## config.mk

```make
export PLATFORM = sky130hd
export DESIGN_NAME = codepage_caseless_string_compare_unit
export DESIGN_NICKNAME = d
export VERILOG_FILES = /design/src/rtl/core/ccsc_pkg.sv /design/src/rtl/core/codepage_caseless_string_compare_unit.sv
export VERILOG_INCLUDE_DIRS = /design/src /design/src/rtl/core
export SDC_FILE = /design/constraint.sdc
export NUM_CORES = 1
export LEC_CHECK = 0
export BUFFER_PORTS_ARGS = -buffer_cell sky130_fd_sc_hd__buf_2
export CORE_MARGIN = 4
export CORE_UTILIZATION = 40
export CTS_CLUSTER_SIZE = 12
export DETAILED_ROUTE_END_ITERATION = 10
export GPL_TIMING_DRIVEN = 0
export HOLD_SLACK_MARGIN = 0.02
export PLACE_DENSITY = 0.67
export SYNTH_ARGS = -nofsm -noshare
export SYNTH_HDL_FRONTEND = slang
export SYNTH_SLANG_ARGS = --single-unit
```

## constraint.sdc

```tcl
create_clock -name clk -period 10.41 [get_ports clk]
set_clock_uncertainty 0.1 [all_clocks]
set_input_delay 1.041 -clock clk [delete_from_list [all_inputs] [get_ports clk]]
set_output_delay 1.041 -clock clk [all_outputs]
set_load 0.05 [all_outputs]
```

## src/rtl/core/assert_macros.svh

```systemverilog
// assertion macros used by the top level rtl file
`ifndef ASSERT_MACROS_SVH
`define ASSERT_MACROS_SVH

// same-cycle implication, clocked on clk, off while arst_n is low
`define ASSERT_SAME(lbl, ante, cons, msg) \
	lbl: assert property (@(posedge clk) disable iff (!arst_n) (ante) |-> (cons)) \
		else $error(msg);

// next-cycle implication, clocked on clk, off while arst_n is low
`define ASSERT_NEXT(lbl, ante, cons, msg) \
	lbl: assert property (@(posedge clk) disable iff (!arst_n) (ante) |=> (cons)) \
		else $error(msg);

`endif

```

## src/rtl/core/ccsc_pkg.sv

```systemverilog
// types, mode codes and case folding functions of the caseless compare unit
`timescale 1ns / 1ps

package ccsc_pkg;

	typedef logic [7:0] byte_t;
	typedef logic [1:0] mode_t;

	localparam mode_t MODE_ASCII = 2'd0;
	localparam mode_t MODE_866   = 2'd1;
	localparam mode_t MODE_1251  = 2'd2;
	localparam mode_t MODE_125X  = 2'd3;

	localparam byte_t CH_X_866    = 8'd229;
	localparam byte_t CH_X_LOWER  = 8'h78;
	localparam byte_t CH_BLOCK_866 = 8'd149;
	localparam byte_t CH_IO_1251  = 8'hA8;
	localparam byte_t CH_MUL_125X = 8'hD7;
	localparam byte_t CH_DIV_125X = 8'hF7;

	// ascii upper to lower
	function automatic byte_t fold_ascii(input byte_t c);
		if (c >= 8'h41 && c <= 8'h5A) begin
			return c | 8'h20;
		end
		return c;
	endfunction

	// code page 866 cyrillic fold
	function automatic byte_t fold_866(input byte_t c);
		if (c >= 8'd128 && c <= 8'd159) begin
			return c | 8'h20;
		end
		if (c >= 8'd224 && c <= 8'd239) begin
			return c - 8'd48;
		end
		if (c == 8'd240) begin
			return 8'd241;
		end
		return c;
	endfunction

	// code page 1251 cyrillic fold
	function automatic byte_t fold_1251(input byte_t c);
		byte_t r;
		r = c;
		if (r >= 8'hC0 && r <= 8'hDF) begin
			r = r | 8'h20;
		end
		if (r == CH_IO_1251) begin
			r = r + 8'd16;
		end
		return r;
	endfunction

	// code pages 1250/1252 latin fold
	function automatic byte_t fold_125x(input byte_t c);
		if (c >= 8'hC0 && c <= 8'hDE) begin
			return c | 8'h20;
		end
		return c;
	endfunction

	// one nonzero pair: 1 when it matches after folding
	function automatic logic pair_match(input byte_t a, input byte_t b, input mode_t mode);
		byte_t fa;
		byte_t fb;
		if (a == b) begin
			return 1'b1;
		end
		fa = a;
		fb = b;
		if (mode == MODE_866) begin
			if (fa == CH_X_866) fa = CH_X_LOWER;
			if (fb == CH_X_866) fb = CH_X_LOWER;
		end
		fa = fold_ascii(fa);
		fb = fold_ascii(fb);
		if (fa == fb) begin
			return 1'b1;
		end
		if (!fa[7] || !fb[7]) begin
			return 1'b0;
		end
		unique case (mode)
			MODE_866: begin
				if (fa != CH_BLOCK_866 && fb != CH_BLOCK_866) begin
					fa = fold_866(fa);
					fb = fold_866(fb);
				end
			end
			MODE_1251: begin
				fa = fold_1251(fa);
				fb = fold_1251(fb);
			end
			MODE_125X: begin
				if (fa != CH_MUL_125X && fa != CH_DIV_125X &&
					fb != CH_MUL_125X && fb != CH_DIV_125X) begin
					fa = fold_125x(fa);
					fb = fold_125x(fb);
				end
			end
			default: begin
			end
		endcase
		return fa == fb;
	endfunction

endpackage

```

## src/rtl/core/codepage_caseless_string_compare_unit.sv

```systemverilog
// top level of the code page aware caseless string compare unit
//
//  channel | direction | handshake            | payload
//  --------+-----------+----------------------+-------------------------------
//  in      | to unit   | in_valid / in_ready  | char_a, char_b, first_pair
//  out     | from unit | out_valid / out_ready| strings_equal
//  cfg     | to unit   | cfg_valid / cfg_ready| code_page_mode
//
// one character pair per cycle unless a verdict stalls; folding and compare
// run in the input register; the verdict is registered as the pair leaves
// a stalled verdict holds the pair behind it; pairs that give no verdict
// keep flowing, so input only stops when a second verdict is waiting
// reset sets mode to ascii, empties both registers, starts a fresh comparison
`timescale 1ns / 1ps
`include "assert_macros.svh"

module codepage_caseless_string_compare_unit import ccsc_pkg::*; (
	input  logic       clk,
	input  logic       arst_n,
	input  logic       in_valid,
	output logic       in_ready,
	input  logic [7:0] char_a,
	input  logic [7:0] char_b,
	input  logic       first_pair,
	output logic       out_valid,
	input  logic       out_ready,
	output logic       strings_equal,
	input  logic       cfg_valid,
	output logic       cfg_ready,
	input  logic [1:0] code_page_mode
);

	mode_t mode_q;
	logic  decided_q;
	logic  v_s1;
	byte_t a_s1;
	byte_t b_s1;
	logic  first_s1;
	logic  out_valid_q;
	logic  eq_q;

	logic  dec_eff;
	logic  emit_s1;
	logic  eq_s1;
	logic  adv_s1;
	logic  a_zero;
	logic  b_zero;

	// mode register, written at any time
	assign cfg_ready = 1'b1;

	always_ff @(posedge clk or negedge arst_n) begin
		if (!arst_n) begin
			mode_q <= MODE_ASCII;
		end else if (cfg_valid) begin
			mode_q <= code_page_mode;
		end
	end

	// fold, compare and decide for the pair in the input register
	always_comb begin
		a_zero  = (a_s1 == 8'd0);
		b_zero  = (b_s1 == 8'd0);
		dec_eff = decided_q & ~first_s1;
		eq_s1   = a_zero & b_zero;
		if (a_zero || b_zero) begin
			emit_s1 = 1'b1;
		end else begin
			emit_s1 = ~pair_match(a_s1, b_s1, mode_q);
		end
		emit_s1 = emit_s1 & ~dec_eff;
	end

	// the pair leaves when its verdict, if any, has room
	assign adv_s1   = v_s1 & (~emit_s1 | ~out_valid_q | out_ready);
	assign in_ready = ~v_s1 | adv_s1;

	// input register
	always_ff @(posedge clk or negedge arst_n) begin
		if (!arst_n) begin
			v_s1 <= 1'b0;
		end else if (in_ready) begin
			v_s1 <= in_valid;
		end
	end

	always_ff @(posedge clk) begin
		if (in_valid && in_ready) begin
			a_s1     <= char_a;
			b_s1     <= char_b;
			first_s1 <= first_pair;
		end
	end

	// comparison state, updated as each pair retires
	always_ff @(posedge clk or negedge arst_n) begin
		if (!arst_n) begin
			decided_q <= 1'b0;
		end else if (adv_s1) begin
			decided_q <= dec_eff | emit_s1;
		end
	end

	// result register
	always_ff @(posedge clk or negedge arst_n) begin
		if (!arst_n) begin
			out_valid_q <= 1'b0;
		end else if (adv_s1 && emit_s1) begin
			out_valid_q <= 1'b1;
		end else if (out_ready) begin
			out_valid_q <= 1'b0;
		end
	end

	always_ff @(posedge clk) begin
		if (adv_s1 && emit_s1) begin
			eq_q <= eq_s1;
		end
	end

	assign out_valid     = out_valid_q;
	assign strings_equal = eq_q;

	// checks
	`ASSERT_NEXT(a_verdict_sets_decided, adv_s1 && emit_s1, decided_q && out_valid_q,
		"verdict transfer did not mark comparison decided")
	`ASSERT_NEXT(a_first_clears_decided, adv_s1 && first_s1 && !emit_s1, !decided_q,
		"first pair did not restart the comparison")
	`ASSERT_SAME(a_no_emit_when_decided, v_s1 && decided_q && !first_s1, !emit_s1,
		"verdict produced after comparison was decided")
	`ASSERT_NEXT(a_blocked_pair_holds, v_s1 && emit_s1 && out_valid_q && !out_ready,
		v_s1 && $stable(a_s1) && $stable(b_s1),
		"pair behind a stalled verdict was lost")

endmodule
```

* Word level (Yosys, flattened, before mapping)
Cells that the tools add are included.
** Cells by class
- Multiplexer cells :: 147
- $add $sub $neg :: 4
- Equality and inequality tests :: 18
- Shift-type cells :: 0
- Multiply operators :: 0
- Bitwise gates (word level) :: 14
- Div/mod/pow operators :: 0
- Magnitude comparators :: 18
- Reductions and logical operators :: 23
** Operators by type and width (count)
- $mux W8 :: 56
- $mux W1 :: 87
- $le A8 B8 Y1 const B :: 8
- $eq A8 B8 Y1 const B :: 6
- $ge A8 B8 Y1 const B :: 6
- $ne A8 B8 Y1 const B :: 6
- $pmux W8 S3 :: 2
- $eq A8 B8 Y1 :: 3
- $add A8 B5 Y8 const B :: 2
- $ge A8 B7 Y1 const B :: 2
- $le A8 B7 Y1 const B :: 2
- $logic_and A1 B1 Y1 :: 16
- $logic_not A8 Y1 :: 2
- $sub A8 B6 Y8 const B :: 2
- $mux W6 :: 2
- $not A1 Y1 :: 6
- $and A1 B1 Y1 :: 4
- $eq A2 B2 Y1 const B :: 2
- $or A1 B1 Y1 :: 4
- $eq A2 B1 Y1 const B :: 1
- $logic_not A1 Y1 :: 2
- $logic_or A1 B1 Y1 :: 2
- $reduce_bool A2 Y1 :: 1
** Storage, ports and cells
- Input bits :: 24
- Bits in registers :: 23
- RAM bits :: 0
- Output and inout port bits :: 4
- Memories :: 0
- ROM bits :: 0
- Word-level logic and storage cells :: 232
- Bits in latches :: 0

* Longest topological paths before layout
- Depth in word-level cells :: 62
- Depth in mapped cells :: 14
- Mapped depth without buffers :: 13

* Least setup slack after synthesis
Ideal clock, no wire load.
- Kind :: register -> register
- Start :: register b_s1[1]
- End :: register a_s1[0], enable pin
- Stages on the path, launching flop included :: 15
- Period minus slack after synthesis :: 4.725 ns
- Slack :: 5.685 ns
- Data required time :: 9.894 ns
- Arrival time :: 4.209 ns
- Setup time :: 0.416 ns
- Path buffers :: 1
- Path through :: edfxtp_1 clkbuf_1 a21oi_1 or3_1 o21a_1 inv_1 ha_1 nor4bb_1 nand2_1 nor3b_2 a41oi_1 xnor2_1 o311ai_1 o21a_1 nor3b_1
** Between the ends
- Cells in the longest elaborated chain, start to end :: 46
- Elaborated cells between the ends (all ways) :: 127
- Those cells by class :: add/sub (2); order compare (9); eq/ne (9); mux (87); bitwise (7); reduce/logical (13)
** RTL lines
- start, declared :: line codepage_caseless_string_compare_unit.sv:37 : byte_t b_s1;
- start signal, assigned :: line codepage_caseless_string_compare_unit.sv:90 : b_s1 <= char_b;
- parallel branches: the longest is 38 deep, another holds $ge A8 B7 Y1
- $mux W1 (*) :: line codepage_caseless_string_compare_unit.sv:66 : if (a_zero || b_zero) begin
- $and A1 B1 Y1 (*) :: line codepage_caseless_string_compare_unit.sv:71 : emit_s1 = emit_s1 & ~dec_eff;
- $not A1 Y1 (*) :: line codepage_caseless_string_compare_unit.sv:75 : assign adv_s1 = v_s1 & (~emit_s1 | ~out_valid_q | out_ready);
- $or A1 B1 Y1 (*) (2 in series) :: line codepage_caseless_string_compare_unit.sv:75
- $and A1 B1 Y1 (*) :: line codepage_caseless_string_compare_unit.sv:75
- $or A1 B1 Y1 (*) :: line codepage_caseless_string_compare_unit.sv:76 : assign in_ready = ~v_s1 | adv_s1;
- $logic_and A1 B1 Y1 (*) :: line codepage_caseless_string_compare_unit.sv:88 : if (in_valid && in_ready) begin
- end signal, assigned :: line codepage_caseless_string_compare_unit.sv:89 : a_s1 <= char_a;
- end, declared :: line codepage_caseless_string_compare_unit.sv:36 : byte_t a_s1;
Every way passes the cells marked *. The select of a mux whose other input is x is not followed.
A chain may end at the register's enable or synchronous reset.

* Worst setup path after layout
- Start :: register a_s1[4]
- End :: output in_ready
** Between the ends
- Cells in the longest elaborated chain, start to end :: 45
- Elaborated cells between the ends (all ways) :: 127
- Those cells by class :: add/sub (2); order compare (9); eq/ne (9); mux (87); bitwise (7); reduce/logical (13)
** RTL lines
- parallel branches: the longest is 38 deep, another holds $ge A8 B7 Y1
- $mux W1 (*) :: line codepage_caseless_string_compare_unit.sv:66
- $and A1 B1 Y1 (*) :: line codepage_caseless_string_compare_unit.sv:71
- $not A1 Y1 (*) :: line codepage_caseless_string_compare_unit.sv:75
- $or A1 B1 Y1 (*) (2 in series) :: line codepage_caseless_string_compare_unit.sv:75
- $and A1 B1 Y1 (*) :: line codepage_caseless_string_compare_unit.sv:75
- $or A1 B1 Y1 (*) :: line codepage_caseless_string_compare_unit.sv:76
- end, declared :: line codepage_caseless_string_compare_unit.sv:21 : output logic in_ready,
Marks and branches as above.

==> impl_summary.md <==
Detailed routing
The total detailed-routing wirelength is 5460 um. The length of routed met2 wiring is 2530 um. In the final routing, the length of wire on met1 measures 2400 um.

The uppermost layer routed is met4. In this run, the number of DRC markers left after iteration 0 of detailed routing was 163. Detailed routing inserted a total of 2058 vias. In the final routed layout, each cell accounts on average for 15.4 um. The routed length on met3 is just over 400 um. The antenna violation net count after detailed routing is 0. The first detailed-routing pass took 5 iterations. Using the TritonRoute via totals, the vias-per-cell ratio works out to 5.80. In the routed design, unresolved DRC markers number 0.

Logic synthesis
The top flip-flop cell by instance count after synthesis is edfxtp_1. After synthesis, the netlist uses 63 different library cells. The average cell area after synthesis is between 8 and 9 um^2. The number of standard cells after synthesis is 254. The Yosys warning count is 0. The synthesized flop and latch total is 23. The share of the yosys chip area belonging to registers is 0.304. The fraction of registers with async set/reset is 0.217. When the netlist entered floorplanning its net count stood at 289. The number of enable flip-flop cells after synthesis is 18. The synthesized netlist occupies a cell area of 0.00219 mm^2.

Setup path
STA puts the critical path data arrival time at around 4.3 ns. On the worst path, the slowest cell contributes a delay of around 0.58 ns. The data required time of the worst path is 9.27 ns. Traced cell by cell, the critical path runs through clkbuf_1, nor3_2, a31oi_1, inv_1, ha_1, nand3_1, nor4_1, nor3b_2, a22oi_1, nor2b_1, o311ai_1, o21a_1, nor2_1, buf_2. The critical path is of the flop to primary output type. The worst setup path is launched from a flop. Grouping stages by cell kind, the critical path spends the most delay in simple AND/OR/NAND/NOR gates. The critical path contains buffers and inverters numbering 3 combined.

The worst-path cell with the longest stage delay is nor4_1. The maximum net fanout on the critical path is 8. STA classifies the critical path endpoint as a primary output.

Clock tree
The number of buffers added by the clock tree synthesis step is 3. The clock tree buffer depth is 2. The number of buffers inserted to repair setup after CTS is 0. The cell at the root of the clock tree is clkbuf_8.

In this run the number of H-tree levels came out at 1. The clock transition at the registers of the reported paths is 0.09 ns. The CTS tree is yes. The hold buffer count at cts is 0. The count of instances resized after the clock tree is built is 0. The clock network latency to the later pin of the worst-skew pair is 0.27 ns.

The tree built by TritonCTS fans out to 23 sinks.

Placement
The final HPWL from detailed placement is 4250 um. The weighted congestion at the end of routability-driven global placement is 0.949. Buffers placed on the I/O ports in this run total 26.

Timing
Setup repair after global routing left no endpoint under its margin. The number of endpoints with negative hold slack in the final report came to 0. The transition time of the tightest slew-check pin is 0.658 ns. In the finished design, the share of the clock period the worst path needs comes to 0.527.

The total setup violations reported at the end of the flow is 0. The final critical-path required period is 5.48 ns. For the final routed database, the setup TNS stands at 0 ns. The worst slew slack as a fraction of its limit is 0.557. The number of max-slew violations in the final report is 0. The highest achievable clock rate is ~180 MHz.

Cells and area
In the final layout, the share of cells above drive strength 1 is 0.165. The area used by sequential logic in the layout is about 670 um^2. The area used by multi-input combinational logic is 0.00140 mm^2.

The repair_antennas step left the layout with diodes totalling 0. In the final design database the tool counted between 300 and 400 nets. The area growth from synthesis to layout is 12.8%. The layout has 511 filler cells.

Global routing
The maximum number of pins on one net before global-route repair is 14. The global-route usage over all layers is 0.171. The first global-routing pass estimated 8900 um of wire. The number of antenna violations at the first check in global routing is 0.

The number of global-route vias before repair came to 1866. For this run the aggregate overflow at the end of global routing stands at 0.

Die
The initial core utilization is 0.420. The I/O pin count is 28. The floorplan step set the die height to 82.0 um. The core outline area is 0.00520 mm^2. The floorplan has 26 rows. Measured along the x axis, the die boundary spans between 80 and 90 um. The die area is 0.00672 mm^2.

Pwr
The total power consumption of the routed design is 0.000261 W. In this run the power density over the cells is 106 mW/mm^2. The standby leakage power is 0.929 nW.

The highest ir drop seen on vdd is 0.0000634 V.

Outcome
The run finished with clean final reports.

Hold path
The min-delay analysis places its worst path in the category flop to flop.

Flow run
Max-cap violations in this run came to 0.
layer usage:
metal,up-vias,GRT usage
met3,12,0.0263
met5,-,0
met2,96,0.275
met1,926,0.230
met4,0,0.0648
li1,1024,-
final cells by class:
cell class | instances | share of cell area
Inverter | 12 | 0.0182
Timing Repair Buffer | 27 | 0.0573
Multi-Input combinational cell | 202 | 0.569
Clock buffer | 3 | 0.0167
Tap cell | 70 | 0.0355
Sequential cell | 23 | 0.270
Clock inverter | 1 | 0.00203
Buffer | 17 | 0.0319
sequential cells by signal, indices dropped and copies added (netlist names):
name	cells
strings_equal	1
out_valid	1
mode_q	2
decided_q	1
first_s1	1
a_s1	8
b_s1	8
v_s1	1
synth_stat cells, drive strengths merged (7+ instances only):
cell type | count | area [um^2]
o21ai | 7 | 35.0
ha | 11 | 138
clkbuf | 10 | 37.5
nor3 | 9 | 50.1
nor2b | 14 | 87.6
nand3 | 9 | 45.0
a31oi | 8 | 50.1
inv | 12 | 45.0
a21oi | 14 | 70.1
nand2b | 7 | 43.8
buf | 7 | 41.3
nor2 | 15 | 56.3
xnor2 | 11 | 96.3
edfxtp | 18 | 541
nand2 | 16 | 60.1
kinds of logic (layout without fill, tap and decap cells):
group | count (synthesis) | count (layout) | synth area share
simple gates | 108 | 108 | 0.295
compound gates | 64 | 64 | 0.205
buf+inv | 29 | 60 | 0.0566
flops | 23 | 23 | 0.304
xor+xnor | 15 | 15 | 0.0600
fa+ha+maj | 11 | 11 | 0.0629
mux | 3 | 3 | 0.0149
other cells | 1 | 1 | 0.00171
cells in the final DEF (no fill, tap or decap), drive strengths merged, types with 3 or more instances in the layout:
cell type / instances
a21oi: 14
o22ai: 4
and4: 4
nand3: 9
nor2: 15
and3: 5
inv: 12
xnor2: 11
buf: 34
nand2b: 7
nor3: 9
edfxtp: 18
a31oi: 8
clkbuf: 13
xor2: 4
o311ai: 3
nor2b: 14
a41oi: 3
nor3b: 3
dfrtp: 5
nand4: 6
nor4: 6
nand2: 16
ha: 11
o21ai: 7
or3: 3
metrics by stage:
stage | setup WS [ns] | utilization | std cells | hold slack (ns) | area (um^2)
finish | 4.93 | 0.474 | 355 | 0.464 | 2470
global route | 4.43 | 0.474 | 355 | 0.462 | 2470
global placement | 4.20 | 0.462 | 350 | 0.441 | 2410
detailed placement | 5.32 | 0.465 | 351 | 0.450 | 2420
CTS | 5.00 | 0.474 | 355 | 0.468 | 2470
floorplan | 5.68 | - | 254 | 0.408 | 2190
power breakdown:
| part | internal (W) | total [W] | switching [W] |
|---|---|---|---|
| combinational | 0.0000344 | 0.0000901 | 0.0000557 |
| sequential | 0.000107 | 0.000113 | 0.00000552 |
| clock | 0.0000268 | 0.0000579 | 0.0000311 |
| total | 0.000169 | 0.000261 | 0.0000923 |
worst min-delay path, cell delays in order (launching register included):
cell	delay (ns)
dfrtp_1	0.36
a21oi_1	0.05
a21oi_1	0.11
worst paths after layout:
check / start / to / slack [ns] / cells after the start
hold reg to reg: decided_q$_DFFE_PN0P_ / decided_q$_DFFE_PN0P_ / 0.46 / 2
setup reg to reg: a_s1[4]$_DFFE_PP_ / b_s1[2]$_DFFE_PP_ / 5.65 / 14
setup / recovery: a_s1[4]$_DFFE_PP_ / in_ready / 4.93 / 14
max in group asynchronous: arst_n / mode_q[0]$_DFFE_PN0P_ / 9.61 / 1
hold / removal: decided_q$_DFFE_PN0P_ / decided_q$_DFFE_PN0P_ / 0.46 / 2
min in group asynchronous: arst_n / out_valid$_DFFE_PN0P_ / 0.47 / 1
Power figures use the tool's default switching activity.
